<file path="src/design/slid_pkg.sv">
// Types and codes shared by the sorted list unit
`timescale 1ns / 1ps
`default_nettype none

package slid_pkg;

	typedef enum logic {
		CMD_INSERT = 1'b0,
		CMD_DELETE = 1'b1
	} cmd_t;

	typedef enum logic [1:0] {
		STAT_DONE      = 2'd0,
		STAT_NOT_FOUND = 2'd1,
		STAT_FULL      = 2'd2
	} status_t;

	typedef enum logic {
		S_IDLE = 1'b0,
		S_EMIT = 1'b1
	} state_t;

	typedef enum logic [1:0] {
		CELL_HOLD   = 2'd0,
		CELL_INSERT = 2'd1,
		CELL_DELETE = 2'd2,
		CELL_ROTATE = 2'd3
	} cell_op_t;

	typedef struct packed {
		cmd_t               command;
		logic signed [31:0] value;
	} req_t;

	typedef struct packed {
		status_t            status;
		logic [4:0]         entry_count;
		logic [3:0]         position;
		logic signed [31:0] entry_value;
		logic               entry_valid;
		logic               last;
	} rsp_t;

	// Broadcast to every cell of the chain
	typedef struct packed {
		cell_op_t           op;
		logic signed [31:0] key;
	} cell_ctl_t;

endpackage

`default_nettype wire

</file>
<file path="src/design/slid_cell.sv">
// One cell of the sorted chain: holds one entry and trades it with its neighbors
`timescale 1ns / 1ps
`default_nettype none

module slid_cell (
	input  wire                      clk,
	input  wire                      arst_n,
	input  wire slid_pkg::cell_ctl_t ctl,
	input  wire logic signed [31:0]  head_val,
	input  wire logic signed [31:0]  left_val,
	input  wire logic                left_vld,
	input  wire logic                left_ins,
	input  wire logic signed [31:0]  right_val,
	input  wire logic                right_vld,
	output logic signed [31:0]       val,
	output logic                     vld,
	output logic                     ins_here,
	output logic                     match
);
	import slid_pkg::*;

	logic signed [31:0] val_q;
	logic               vld_q;
	logic               del_here;

	// Sorted order makes both flags monotone along the chain
	assign ins_here = !vld_q || (val_q > ctl.key);
	assign del_here = !vld_q || (val_q >= ctl.key);
	assign match    = vld_q && (val_q == ctl.key);
	assign val      = val_q;
	assign vld      = vld_q;

	always_ff @(posedge clk or negedge arst_n) begin
		if (!arst_n) begin
			vld_q <= 1'b0;
		end else begin
			case (ctl.op)
				CELL_INSERT: begin
					if (ins_here) begin
						vld_q <= left_ins ? left_vld : 1'b1;
					end
				end
				CELL_DELETE: begin
					if (del_here) begin
						vld_q <= right_vld;
					end
				end
				default: begin
				end
			endcase
		end
	end

	always_ff @(posedge clk) begin
		case (ctl.op)
			CELL_INSERT: begin
				// shift right from the insert point, drop the key into the gap
				if (ins_here) begin
					val_q <= left_ins ? left_val : ctl.key;
				end
			end
			CELL_DELETE: begin
				// close the gap from the right
				if (del_here) begin
					val_q <= right_val;
				end
			end
			CELL_ROTATE: begin
				// rotate among valid cells: the last valid one takes the head
				if (vld_q) begin
					val_q <= right_vld ? right_val : head_val;
				end
			end
			default: begin
			end
		endcase
	end

endmodule

`default_nettype wire

</file>
<file path="src/design/sorted_list_insert_delete_unit.sv">
// Top level of the sorted list unit: command control and the chain of cells
//
//  channel   handshake            payload
//  request   start / busy         request (command, value)
//  result    strobe, no stall     result (status, count, position, entry, valid, last)
//
// A request is taken on the edge where start is high and busy is low. The chain
// updates in that cycle; then one result per stored entry follows on back-to-back
// cycles (one result when empty).
// The emit run rotates the chain once through its valid cells.
// Reset clears the valid bits and count; the store reads empty at once.
// Results cannot be stalled; busy stays high until the last one is shown.
`timescale 1ns / 1ps
`default_nettype none

module sorted_list_insert_delete_unit #(
	parameter int CAPACITY = 16
) (
	input  wire                 clk,
	input  wire                 arst_n,
	input  wire logic           start,
	output logic                busy,
	input  wire slid_pkg::req_t request,
	output logic                strobe,
	output slid_pkg::rsp_t      result
);
	import slid_pkg::*;

	localparam int CW = $clog2(CAPACITY + 1);
	localparam int IW = $clog2(CAPACITY);

	state_t          state_q, state_next;
	logic [CW-1:0]   count_q;
	logic [IW-1:0]   idx_q;
	status_t         status_q;
	cell_ctl_t       ctl;

	logic signed [31:0] cell_val [CAPACITY];
	logic signed [31:0] left_val [CAPACITY];
	logic signed [31:0] right_val [CAPACITY];
	logic [CAPACITY-1:0] cell_vld, left_vld, right_vld, cell_ins, left_ins, cell_match;

	logic accept, full, found, is_last;

	assign accept = start && (state_q == S_IDLE);
	assign full   = (count_q == CW'(CAPACITY));
	assign found  = |cell_match;
	assign is_last = (count_q == '0) || ((CW'(idx_q) + CW'(1)) == count_q);

	always_comb begin
		ctl.key = request.value;
		ctl.op  = CELL_HOLD;
		if (accept) begin
			if (request.command == CMD_INSERT) begin
				ctl.op = full ? CELL_HOLD : CELL_INSERT;
			end else begin
				ctl.op = found ? CELL_DELETE : CELL_HOLD;
			end
		end else if (state_q == S_EMIT) begin
			ctl.op = CELL_ROTATE;
		end
	end

	genvar gi;
	generate
		for (gi = 0; gi < CAPACITY; gi++) begin : g_cell
			if (gi == 0) begin : g_head
				assign left_val[gi] = '0;
				assign left_vld[gi] = 1'b0;
				assign left_ins[gi] = 1'b0;
			end else begin : g_mid
				assign left_val[gi] = cell_val[gi-1];
				assign left_vld[gi] = cell_vld[gi-1];
				assign left_ins[gi] = cell_ins[gi-1];
			end
			if (gi == CAPACITY - 1) begin : g_tail
				assign right_val[gi] = '0;
				assign right_vld[gi] = 1'b0;
			end else begin : g_body
				assign right_val[gi] = cell_val[gi+1];
				assign right_vld[gi] = cell_vld[gi+1];
			end
			slid_cell u_cell (
				.clk       (clk),
				.arst_n    (arst_n),
				.ctl       (ctl),
				.head_val  (cell_val[0]),
				.left_val  (left_val[gi]),
				.left_vld  (left_vld[gi]),
				.left_ins  (left_ins[gi]),
				.right_val (right_val[gi]),
				.right_vld (right_vld[gi]),
				.val       (cell_val[gi]),
				.vld       (cell_vld[gi]),
				.ins_here  (cell_ins[gi]),
				.match     (cell_match[gi])
			);
		end
	endgenerate

	// Next state
	always_comb begin
		state_next = state_q;
		case (state_q)
			S_IDLE: begin
				if (accept) begin
					state_next = S_EMIT;
				end
			end
			S_EMIT: begin
				if (is_last) begin
					state_next = S_IDLE;
				end
			end
			default: begin
				state_next = S_IDLE;
			end
		endcase
	end

	// Outputs
	always_comb begin
		busy   = 1'b0;
		strobe = 1'b0;
		case (state_q)
			S_EMIT: begin
				busy   = 1'b1;
				strobe = 1'b1;
			end
			default: begin
			end
		endcase
		result.status      = status_q;
		result.entry_count = 5'(count_q);
		result.position    = 4'(idx_q);
		result.entry_value = cell_vld[0] ? cell_val[0] : '0;
		result.entry_valid = cell_vld[0];
		result.last        = is_last;
	end

	always_ff @(posedge clk or negedge arst_n) begin
		if (!arst_n) begin
			state_q  <= S_IDLE;
			count_q  <= '0;
			idx_q    <= '0;
			status_q <= STAT_DONE;
		end else begin
			state_q <= state_next;
			if (accept) begin
				idx_q <= '0;
				if (request.command == CMD_INSERT) begin
					if (full) begin
						status_q <= STAT_FULL;
					end else begin
						status_q <= STAT_DONE;
						count_q  <= count_q + CW'(1);
					end
				end else begin
					if (found) begin
						status_q <= STAT_DONE;
						count_q  <= count_q - CW'(1);
					end else begin
						status_q <= STAT_NOT_FOUND;
					end
				end
			end else if (state_q == S_EMIT) begin
				idx_q <= idx_q + IW'(1);
			end
		end
	end

endmodule

`default_nettype wire

</file>
<file path="config.mk">
export PLATFORM = sky130hd
export DESIGN_NAME = sorted_list_insert_delete_unit
export DESIGN_NICKNAME = d
export VERILOG_FILES = /design/src/design/slid_pkg.sv /design/src/design/slid_cell.sv /design/src/design/sorted_list_insert_delete_unit.sv
export SDC_FILE = /design/constraint.sdc
export NUM_CORES = 2
export LEC_CHECK = 0
export BUFFER_PORTS_ARGS = -buffer_cell sky130_fd_sc_hd__buf_2
export CAP_MARGIN = 20
export CORE_MARGIN = 2
export CORE_UTILIZATION = 65
export DETAILED_ROUTE_END_ITERATION = 8
export PLACE_DENSITY = 0.9
export SYNTH_ARGS = -nofsm -noshare
export SYNTH_HDL_FRONTEND = slang
export SYNTH_SLANG_ARGS = --single-unit
</file>
<file path="constraint.sdc">
create_clock -name clk -period 7.13 [get_ports clk]
set_clock_uncertainty 0.05 [all_clocks]
set_input_delay 1.0695 -clock clk [delete_from_list [all_inputs] [get_ports clk]]
set_output_delay 1.0695 -clock clk [all_outputs]
set_load 0.02 [all_outputs]
</file>
==> metrics <==
result of the run finished clean; drt initial violations 5662; Critical R2R Capture g_cell[14].u_cell.val[23]$_DFFE_PP_; gr ovfl total 0; Maximum Capacitance Violations 0; type of the most critical hold path flip-flop to flip-flop; maximum resistive drop on vdd 0.473 mV; number of buffers on the longest clock path 3; multiplexer fraction of the synthesized cell area 0.102; final critical path time including I/O delays and setup 6.64 ns; Non-Filler Cell Area, Final around 45000 um2; normalized max-slew margin 0.143; largest stage delay on the critical path about 1.0 ns; Power per Cell Area ~580 nW/um2; xor/xnor cell area share of the yosys netlist 0.00169; port buffer count 82; clock tree from TritonCTS built; via count of the routed design between 30000 and 40000; Final setup violation count 0; cts bufs inserted 58; core region area 63200 um2; average via count per standard cell 7.61; count of buffer and inverter cells on the critical path 4; most used flip-flop cell after synthesis edfxtp_1; Reg clk slew, reported paths approximately 0.060 ns; transition time of the tightest slew-check pin ~1.3 ns; antenna violations before repair 6; iteration count of the initial detailed-routing pass 9; category of the critical setup timing path input pin to flip-flop; Gate Count Post-Synth 3994; Post-CTS Hold Buffers 0; Startpoint Class input pin; Synth area leaders edfxtp_1, ha_1, mux2i_1, o221ai_1, nand2_1; number of design rule violations left after detail routing 0; number of different library cells in the post-synthesis netlist 80; maximum achievable frequency 151 MHz; largest family of logic cells by synthesized area compound AO/OA/AOI/OAI gates; Setup Total Neg Slack 0 ns; portion of the post-synthesis area used by sequential elements 0.387; average cell area after synthesis 10.4 um2; Crit. path cell count 14; top cell type's share of synthesized area 0.370; Total Wirelength about 130 mm; register bit count reported by yosys 540; synthesized-area fraction occupied by ao, oa, aoi and oai cells 0.190; depth of the CTS H-tree 2; share of synthesized cell area in full adder, half adder and majority cells 0.157; Worst Setup SP request[25]; number of global-route vias before repair between 30000 and 40000; worst path arrival time 6.91 ns; initial core utilization 0.658; proportion of synthesized flip-flops having asynchronous set or reset 0.0519; vertical die dimension roughly 260 um; average routed wire per standard cell 26.8 um; full die area about 66000 um2; Static Leakage 19.6 nW; synthesis-to-layout area growth 7.71%; I/O Pins 83; count of nets after finishing 4538; Worst EP required 7.40 ns; largest net degree at the start of global routing 109; cell with the largest stage delay on the worst path a221oi_4; number of flops mapped to enable cells by yosys 512; total count of hold-check failures in the final report 0; cell area after technology mapping 41600 um2; setup repair after global routing missed its margin no; number of placement rows 92; share of final-layout standard cells stronger than drive strength 1 0.0904; capturing element type of the critical path flip-flop; post-placement cell area ~43000 um2; endpoint of the most critical setup path g_cell[14].u_cell.val[23]$_DFFE_PP_; total nets after synthesis 4551; width of the die between 200 and 300 um; HPWL after detailed placement about 96 mm; first-pass GRT wire length 203 mm; Post-CTS Resized 0; worst-skew pair later-pin latency 0.64 ns; cell chosen for the clock root clkbuf_16; highest fanout seen on the critical path 17; Reg2Reg Depth 12; Post CTS Setup Buffer Count 0; number of nets still failing antenna checks after routing 0; biggest area consumer among synthesized cells edfxtp_1; area share of and/or/nand/nor cells after synthesis 0.119; setup slack of the worst register-to-register path 1.49 ns; critical path, cell by cell buf_2, inv_1, ha_1, nand4_1, nor4_2, nand3_1, o2111ai_1, nor4_1, o21ai_0, inv_1, ha_1, a21o_1, a221oi_4, buf_4; cell type group with the largest total delay on the critical path compound AO/OA/AOI/OAI gates; period utilisation layout 0.932; clock sink count 540; start of the worst register-to-register path g_cell[14].u_cell.val[31]$_DFFE_PP_; fill count 4183; all-layer global routing usage 0.385; Slew Limit Fails 0; Syn. warnings 0; GP Congestion 0.992
==> Yosys cell counts (36+ instances only) <==
master,n
nand2_1,652
a221o_1,70
mux2i_1,420
and2_1,36
o21ai_0,165
nand4_1,113
a21oi_1,195
nor2_1,51
o221ai_1,384
ha_1,520
clkbuf_1,229
edfxtp_1,512
a21o_1,53
inv_1,84
nand3_1,73
==> power breakdown <==
part / internal (mW) / switching (mW)
Sequential: 6.50 / 1.70
Clock: 1.68 / 1.33
Combinational: 5.64 / 9.19
Total: 13.8 / 12.2
==> registers in the layout, indices dropped and copies added, names as in the netlist <==
register,cells
idx_q,4
g_cell.u_cell.val,512
count_q,5
state_q,1
g_cell.u_cell.vld,16
status_q,2
==> layer usage <==
metal	track usage	routed length [um]	share of wire	vias to the layer above
li1	-	-	-	15834
met1	0.492	46600	0.36	17486
met2	0.602	58500	0.45	3198
met3	0.0656	16000	0.12	618
met4	0.259	9400	0.072	0
met5	0	0	0	-
==> tightest hold or removal path: stages, from the launching register on <==
cell and delay (ns):
dfrtp_1 0.34, nand2_1 0.06, o31ai_1 0.06
==> area by class of cell <==
type                    instances  area, um2  area share
multi-input cells            3072      23900       0.535
flip-flops and latches        540      16100       0.359
clock buffers                  71       1560      0.0349
repair buffers                225       1560      0.0348
well taps                     846       1060      0.0236
inverters                      84        315     0.00704
clock inverters                33        243     0.00542
diodes                          6       15.0    0.000335
==> through the flow <==
stage / total power, mW / utilization / cells / hold WS (ns) / setup slack, ns
4_1_cts: 25.4 / 0.708 / 4870 / 0.439 / 0.894
3_5_place_dp: 22.3 / 0.679 / 4766 / 0.425 / 0.315
3_3_place_gp: 21.6 / 0.679 / 4766 / 0.414 / 0.461
6_report: 26.0 / 0.709 / 4877 / 0.444 / 0.488
2_1_floorplan: 18.4 / - / 3994 / 0.480 / 0.0448
5_1_grt: 27.3 / 0.709 / 4877 / 0.461 / 0.474
==> cells in the final DEF (no fill, tap or decap), types with 36 or more instances in the layout <==
cell / n
edfxtp_1: 512
clkbuf_16: 61
inv_1: 84
ha_1: 519
o21ai_0: 165
a21oi_1: 195
mux2i_1: 420
and2_1: 36
nand3_1: 73
o221ai_1: 384
a21o_1: 53
buf_2: 82
nand2_1: 652
nand4_1: 113
a221o_1: 69
nor2_1: 51
buf_4: 137
==> how the worst min path moves through the flow <==
stage / start / to / cells after the start
6_report: status_q[1]$_DFFE_PN0P_ / status_q[1]$_DFFE_PN0P_ / 2
5_1_grt: status_q[1]$_DFFE_PN0P_ / status_q[1]$_DFFE_PN0P_ / 2
4_1_cts: status_q[1]$_DFFE_PN0P_ / status_q[1]$_DFFE_PN0P_ / 2
3_5_place_dp: status_q[1]$_DFFE_PN0P_ / status_q[1]$_DFFE_PN0P_ / 2
3_3_place_gp: status_q[0]$_DFFE_PN0P_ / status_q[0]$_DFFE_PN0P_ / 2
2_1_floorplan: g_cell[14].u_cell.val[0]$_DFFE_PP_ / g_cell[13].u_cell.val[0]$_DFFE_PP_ / 2
==> cell families (layout without fill, tap and decap cells) <==
family	after synthesis	after routing
buffers and inverters	382	413
adders and majority gates	521	521
and+or+nand+nor	1049	1049
other	0	6
muxes	423	423
DFF	540	540
xor gates and xnor gates	8	8
AOI/OAI and AO/OA	1071	1071
(Power assumes the default switching activity.)
